<file path="src/rtl/qsp_pkg.sv">
// Package for the quicksort partition core: field widths, default window depth
// and the packed transfer types of the input and result channels.
// Depends on nothing.
`default_nettype none

package qsp_pkg;

  localparam int KEY_W            = 32;
  localparam int POS_W            = 6;
  localparam int WINDOW_DEPTH_DEF = 64;

  typedef struct packed {
    logic [KEY_W-1:0] key_value;
    logic             final_key;
  } qsp_in_t;

  typedef struct packed {
    logic [KEY_W-1:0] sorted_key;
    logic [POS_W-1:0] pivot_position;
    logic             final_result;
  } qsp_out_t;

endpackage

`default_nettype wire

</file>
<file path="src/rtl/qsp_ram.sv">
// Generic simple dual-port RAM: one write port, one read port, registered read.
// Depends on nothing.
`default_nettype none

module qsp_ram #(
  parameter int WIDTH = 32,
  parameter int DEPTH = 64
) (
  input  wire logic                     clk,
  input  wire logic                     we,
  input  wire logic [$clog2(DEPTH)-1:0] waddr,
  input  wire logic [WIDTH-1:0]         wdata,
  input  wire logic                     re,
  input  wire logic [$clog2(DEPTH)-1:0] raddr,
  output logic      [WIDTH-1:0]         rdata
);

  logic [WIDTH-1:0] mem [DEPTH];

  always_ff @(posedge clk) begin
    if (we) begin
      mem[waddr] <= wdata;
    end
    if (re) begin
      rdata <= mem[raddr];
    end
  end

endmodule

`default_nettype wire

</file>
<file path="src/rtl/quicksort_partition_core.sv">
// Quicksort partition core: loads a window of keys, partitions it in place around
// its last key in a single RAM and streams the rearranged keys out.
// Depends on qsp_pkg and qsp_ram.
//
//   channel  | ports                     | transfer
//   ---------+---------------------------+--------------------------------------
//   input    | start, busy, in_item      | edge with start high and busy low
//   result   | out_strobe, out_item      | every edge with out_strobe high
//
// Loading accepts a key on every edge with start high and busy low. After the
// flagged key the core partitions the window, scanning and swapping keys through
// the single read and single write port of the key RAM. It then emits one key per
// cycle, the first in the cycle after emission starts; busy stays high from the
// flagged key until the last key has been read.
// Synchronous reset clears only state, key count, output flags; not the key RAM.
// The receiver cannot stall results.
`default_nettype none

module quicksort_partition_core #(
  parameter int WINDOW_DEPTH = qsp_pkg::WINDOW_DEPTH_DEF
) (
  input  wire logic             clk,
  input  wire logic             rst_n,
  input  wire logic             start,
  output logic                  busy,
  input  wire qsp_pkg::qsp_in_t in_item,
  output logic                  out_strobe,
  output qsp_pkg::qsp_out_t     out_item
);

  import qsp_pkg::*;

  localparam int AW = $clog2(WINDOW_DEPTH);
  localparam int CW = $clog2(WINDOW_DEPTH + 1);

  typedef enum logic [3:0] {
    S_IDLE, S_START, S_SCAN_UP, S_SCAN_DN, S_SWAP, S_UP_NEXT, S_PIVOT, S_PIVOT2, S_EMIT
  } state_t;

  state_t             state_r;
  logic [CW-1:0]      cnt_r;
  logic [AW-1:0]      last_r;
  logic [AW-1:0]      up_r;
  logic signed [AW:0] down_r;
  logic [AW-1:0]      k_r;
  logic [AW-1:0]      pos_r;
  logic [KEY_W-1:0]   pivot_r;
  logic [KEY_W-1:0]   up_key_r;
  logic               emit_v_r;
  logic               emit_last_r;

  logic               ram_we;
  logic [AW-1:0]      ram_waddr;
  logic [KEY_W-1:0]   ram_wdata;
  logic               ram_re;
  logic [AW-1:0]      ram_raddr;
  logic [KEY_W-1:0]   ram_rdata;

  logic               accept;
  logic               has_room;
  logic [CW-1:0]      cnt_nxt;
  logic               up_go;
  logic               dn_go;
  logic               crossed;
  logic               down_zero;
  logic [AW-1:0]      up_inc;
  logic [AW-1:0]      down_dec;

  assign accept    = start && !busy;
  assign has_room  = cnt_r < CW'(WINDOW_DEPTH);
  assign cnt_nxt   = has_room ? cnt_r + CW'(1) : cnt_r;
  assign up_go     = (up_r < last_r) && (ram_rdata < pivot_r);
  assign dn_go     = (down_r > 0) && (pivot_r < ram_rdata);
  assign crossed   = $signed({1'b0, up_r}) >= down_r;
  assign down_zero = down_r == 0;
  assign up_inc    = up_r + AW'(1);
  assign down_dec  = AW'(down_r - (AW+1)'(1));

  always_comb begin
    ram_we    = 1'b0;
    ram_waddr = up_r;
    ram_wdata = pivot_r;
    ram_re    = 1'b0;
    ram_raddr = up_inc;
    unique case (state_r)
      S_IDLE: begin
        ram_we    = accept && has_room;
        ram_waddr = cnt_r[AW-1:0];
        ram_wdata = in_item.key_value;
      end
      S_START: begin
        ram_re    = 1'b1;
        ram_raddr = '0;
      end
      S_SCAN_UP: begin
        if (up_go) begin
          ram_re = 1'b1;
        end else begin
          ram_re    = !down_zero;
          ram_raddr = down_dec;
        end
      end
      S_SCAN_DN: begin
        ram_raddr = down_dec;
        if (dn_go) begin
          ram_re = 1'b1;
        end else begin
          ram_we    = !crossed;
          ram_wdata = ram_rdata;
        end
      end
      S_SWAP: begin
        ram_we    = 1'b1;
        ram_waddr = down_r[AW-1:0];
        ram_wdata = up_key_r;
      end
      S_UP_NEXT: begin
        ram_re = 1'b1;
      end
      S_PIVOT: begin
        ram_we = 1'b1;
      end
      S_PIVOT2: begin
        ram_we    = 1'b1;
        ram_waddr = last_r;
        ram_wdata = up_key_r;
      end
      S_EMIT: begin
        ram_re    = 1'b1;
        ram_raddr = k_r;
      end
      default: begin
        ram_we = 1'b0;
        ram_re = 1'b0;
      end
    endcase
  end

  always_ff @(posedge clk) begin
    if (!rst_n) begin
      state_r     <= S_IDLE;
      cnt_r       <= '0;
      emit_v_r    <= 1'b0;
      emit_last_r <= 1'b0;
    end else begin
      emit_v_r    <= state_r == S_EMIT;
      emit_last_r <= (state_r == S_EMIT) && (k_r == last_r);
      unique case (state_r)
        S_IDLE: begin
          if (accept) begin
            if (has_room) begin
              pivot_r <= in_item.key_value;
            end
            if (in_item.final_key) begin
              last_r  <= AW'(cnt_nxt - CW'(1));
              down_r  <= (AW+1)'(cnt_nxt - CW'(1));
              cnt_r   <= '0;
              state_r <= S_START;
            end else begin
              cnt_r <= cnt_nxt;
            end
          end
        end
        S_START: begin
          up_r    <= '0;
          state_r <= S_SCAN_UP;
        end
        S_SCAN_UP: begin
          if (up_go) begin
            up_r <= up_inc;
          end else begin
            up_key_r <= ram_rdata;
            down_r   <= down_r - (AW+1)'(1);
            state_r  <= down_zero ? S_PIVOT : S_SCAN_DN;
          end
        end
        S_SCAN_DN: begin
          if (dn_go) begin
            down_r <= down_r - (AW+1)'(1);
          end else begin
            state_r <= crossed ? S_PIVOT : S_SWAP;
          end
        end
        S_SWAP: begin
          state_r <= S_UP_NEXT;
        end
        S_UP_NEXT: begin
          up_r    <= up_inc;
          state_r <= S_SCAN_UP;
        end
        S_PIVOT: begin
          pos_r   <= up_r;
          state_r <= S_PIVOT2;
        end
        S_PIVOT2: begin
          k_r     <= '0;
          state_r <= S_EMIT;
        end
        S_EMIT: begin
          k_r <= k_r + AW'(1);
          if (k_r == last_r) begin
            state_r <= S_IDLE;
          end
        end
        default: begin
          state_r <= S_IDLE;
        end
      endcase
    end
  end

  assign busy       = state_r != S_IDLE;
  assign out_strobe = emit_v_r;

  always_comb begin
    out_item.sorted_key     = ram_rdata;
    out_item.pivot_position = POS_W'(pos_r);
    out_item.final_result   = emit_last_r;
  end

  qsp_ram #(
    .WIDTH (KEY_W),
    .DEPTH (WINDOW_DEPTH)
  ) u_key_ram (
    .clk   (clk),
    .we    (ram_we),
    .waddr (ram_waddr),
    .wdata (ram_wdata),
    .re    (ram_re),
    .raddr (ram_raddr),
    .rdata (ram_rdata)
  );

endmodule

`default_nettype wire

</file>
<file path="config.mk">
export PLATFORM = sky130hd
export DESIGN_NAME = quicksort_partition_core
export DESIGN_NICKNAME = d
export VERILOG_FILES = /design/src/rtl/qsp_pkg.sv /design/src/rtl/qsp_ram.sv /design/src/rtl/quicksort_partition_core.sv
export SDC_FILE = /design/constraint.sdc
export NUM_CORES = 2
export LEC_CHECK = 0
export BUFFER_PORTS_ARGS = -buffer_cell sky130_fd_sc_hd__buf_2
export CAP_MARGIN = 20
export CORE_MARGIN = 2
export CORE_UTILIZATION = 60
export CTS_CLUSTER_SIZE = 28
export DETAILED_ROUTE_END_ITERATION = 16
export GPL_TIMING_DRIVEN = 0
export PLACE_DENSITY = 0.72
export SLEW_MARGIN = 25
export SYNTH_ARGS = -nofsm -noshare
export SYNTH_HDL_FRONTEND = slang
export SYNTH_SLANG_ARGS = --single-unit
</file>
<file path="constraint.sdc">
create_clock -name clk -period 6.3 [get_ports clk]
set_clock_uncertainty 0.1 [all_clocks]
set_input_delay 1.26 -clock clk [delete_from_list [all_inputs] [get_ports clk]]
set_output_delay 1.26 -clock clk [all_outputs]
set_load 0.02 [all_outputs]
</file>
==> implementation parameters <==
Parameter                              Value

Run status
  Violations in the final reports    setup timing
  Status    complete, but fails checks

Layout
  Synth-to-Final Area Change    16.5%
  Area occupied by multi-input gates    0.0195 sq mm
  Layout cells sized above 1    24.8%
  Sequential standard cell area    0.0656 sq mm
  Final Non-Filler Cells    6,894
  Total of fill cells in the finished design    8,229
  Most frequent cells in the layout    edfxtp_1 (2,175), mux4_2 (443), nand2_1 (363)
  Most common cell after layout, fill and taps aside    edfxtp_1
  # nets final    4,906

Timing
  Setup-violating endpoint count in the final report    6
  Slew at the pin closest to its max-slew limit    1230 ps
  Maximum operating frequency    156 MHz
  Relative slew margins    17.3%
  Max-slew violations    0
  Post-layout minimum cycle time    6390 ps
  Final hold vios    0
  Setup slack after layout    -91.1 ps
  Minimum hold slack    439 ps
  RSZ-0062 raised after global routing    false
  Post-route fraction of the period consumed by the critical path    101%

Clock network
  # H-tree levels    4
  Number of cells upsized or downsized after cts    12
  Number of clock sinks    2,188
  Clk slew on worst S/H paths    70 ps
  TritonCTS Buffers    208
  Post CTS Setup Buffer Count    0
  Library cell used as clock root buffer    clkbuf_16
  Longest Clk Path Bufs    3
  Post-CTS Hold Buffers    0
  CTS tree    built
  Clock latency on the worst-skew pair    850 ps

Die
  Die boundary height    381 um
  Die X    381 um
  Die area    0.145 sq mm
  Core Area    0.141 sq mm
  Effective utilization at floorplan    60.4%
  Boundary Pins    77
  Standard-cell rows    138

Worst hold path
  HP Start    u_key_ram.rdata[13]
  Endpoint of the worst hold-timing path    up_key_r[13]
  Hold/Removal Path Class    reg -> reg
  Cell count of the worst hold path    0

Yosys
  Share of the yosys chip area belonging to registers    76.8%
  Count of different cell masters after synthesis    71
  Number of nets produced by synthesis    4,464
  Post-Synthesis Cells    4,380
  Proportion of netlist area held by the largest area contributor    76.5%
  Number of enable flip-flop cells after synthesis    2,175
  Netlist area before placement    0.0854 sq mm
  Async SR Flop Fraction    0%
  Leading area contributor after synthesis    edfxtp_1
  Count of yosys warnings during synthesis    0
  Primary FF master, synth    edfxtp_1
  Total of flip-flops plus latches after synthesis    2,188
  Synth area leaders    edfxtp_1 (76%), mux4_2 (12%), nand2_1 (1.7%)
  Per-instance average area after synthesis    19.5 sq um

Worst setup path
  Number of cells on the worst reg-to-reg path    15
  Reg2reg setup slack    -90 ps
  Cell with the most instances on the worst path    buf_2
  Start-to-end type of the worst setup path    reg -> reg
  Worst path slowest cell    nor3_2
  Buf+Inv Stages, Crit Path    3
  Endpoint of the worst register-to-register path    u_key_ram.rdata[14]
  Crit path required time    6700 ps
  Cells traversed along the worst timing path    ha_1 -> and2_1 -> a22o_1 -> a31oi_1 -> nand2_1 -> o221a_2 -> o31ai_2 -> buf_4 -> buf_2 -> buf_2 -> mux4_2 -> nand3_1 -> nand4_1 -> nor3_2 -> o211ai_1
  Worst-path maximum fanout    10
  Critical register-to-register path startpoint    up_r[5]
  Kind of end point of the critical path    register
  Cell family contributing the most delay on the critical path    compound AO/OA/AOI/OAI gates
  Worst stage delay on the critical path    720 ps
  Crit path DAT    6790 ps
  Worst setup SP type    register

Drt
  Pre-antenna DRT Iters    9
  Detailed-route DRC error count    0
  Remaining number of nets flagged by the antenna check after routing    0
  Iteration-0 DRC Markers    8,089
  Vias per cell    6.88
  DR vias    47,400
  Wirelength per Cell    34.4 um
  WL final    237,000 um

Power
  Highest ir drop seen on vdd    0.354 mV
  P per Cell Area    452 mW/mm^2
  P_leak    0.0320 uW

Job
  Max-cap violation count    0

Place
  HPWL after DPL    161,000 um
  Buffers added on ports    75
  Dpl cells    6,501
  Final weighted congestion in routability-driven placement    0.934

GRT
  Global-route wire length before repair    336,000 um
  Total grt overflow    0
  Vias in the first global route    46,400
  Initial antenna violation count    9
  GRT Overall Usage    32.8%
  Maximum number of pins on one net before global-route repair    65
## worst max-delay path by stage
stage               cells past startpoint                 from                    to
finish                                 15              up_r[5]   u_key_ram.rdata[14]
global route                           17  u_key_ram.rdata[26]    u_key_ram.rdata[6]
CTS                                    14              up_r[5]    u_key_ram.rdata[4]
detailed placement                     15              up_r[5]   u_key_ram.rdata[17]
global placement                       12  u_key_ram.rdata[27]  u_key_ram.mem[4][10]
floorplan                              12  u_key_ram.rdata[27]  u_key_ram.mem[0][18]
## layer usage
metal | wire length [um] | vias to the layer above | global-route usage (%)
met2 | 108000 | 3412 | 48.9
li1 | - | 19000 | -
met5 | 51 | - | 0
met3 | 29000 | 565 | 8.09
met1 | 86500 | 24500 | 46.1
met4 | 13600 | 8 | 16.1
## registers in the layout, summed over array words and instances (netlist names), 6 cells and up
register / count
up_key_r: 32
pivot_r: 32
u_key_ram.mem: 2048
up_r: 6
k_r: 6
pos_r: 6
down_r: 7
cnt_r: 7
last_r: 6
u_key_ram.rdata: 32
## cell type report
class                           instances  area share [%]
Antenna cell                            3         0.00754
Multi-Input combinational cell       1886            19.6
Clock inverter                        139            1.34
Buffer                                250            1.15
Timing Repair Buffer                  232            4.02
Tap cell                             1890            2.38
Clock buffer                          250            5.45
Sequential cell                      2188            65.9
Inverter                               56           0.211
## synthesized netlist by cell type (all sizes together) (13+ instances only)
| cell | n |
|---|---|
| ha | 48 |
| nand3 | 204 |
| dfxtp | 13 |
| mux4 | 443 |
| nor2 | 119 |
| inv | 56 |
| xnor2 | 19 |
| nor2b | 15 |
| clkbuf | 114 |
| a311oi | 33 |
| o21ai | 34 |
| o211ai | 41 |
| and2 | 23 |
| a22o | 62 |
| a22oi | 97 |
| a31oi | 39 |
| nor3 | 45 |
| buf | 136 |
| nand2 | 379 |
| a222oi | 38 |
| and3 | 68 |
| nand4 | 43 |
| edfxtp | 2175 |
| a21oi | 39 |
## cells by family after synthesis
family | Yosys count | synth area share (%)
AOI/OAI and AO/OA | 428 | 3.85
buffers and inverters | 306 | 1.58
DFF | 2188 | 76.8
xor gates and xnor gates | 29 | 0.297
and+or+nand+nor | 931 | 5.05
adders and majority gates | 48 | 0.703
muxes | 450 | 11.8
## per-stage QoR
step | area [sq um] | TNS, ps | setup WS (ps) | power (uW) | utilization (%)
after CTS | 99500 | 0 | 114 | 44800 | 70.4
after floorplan | 85400 | 0 | 486 | 26200 | -
after global routing | 99500 | 0 | 3.30 | 46100 | 70.4
after detailed placement | 92700 | -1430 | -320 | 32400 | 65.5
after global placement | 88200 | -5951990 | -6050 | 31600 | 62.3
final | 99600 | -328 | -91.1 | 45000 | 70.4
## power breakdown
group	total [uW]	switching, uW	internal (uW)
logic	14300	9410	4850
registers	18300	270	18100
clock network	12400	5460	6970
No activity file was read; power rests on OpenSTA's default activity.
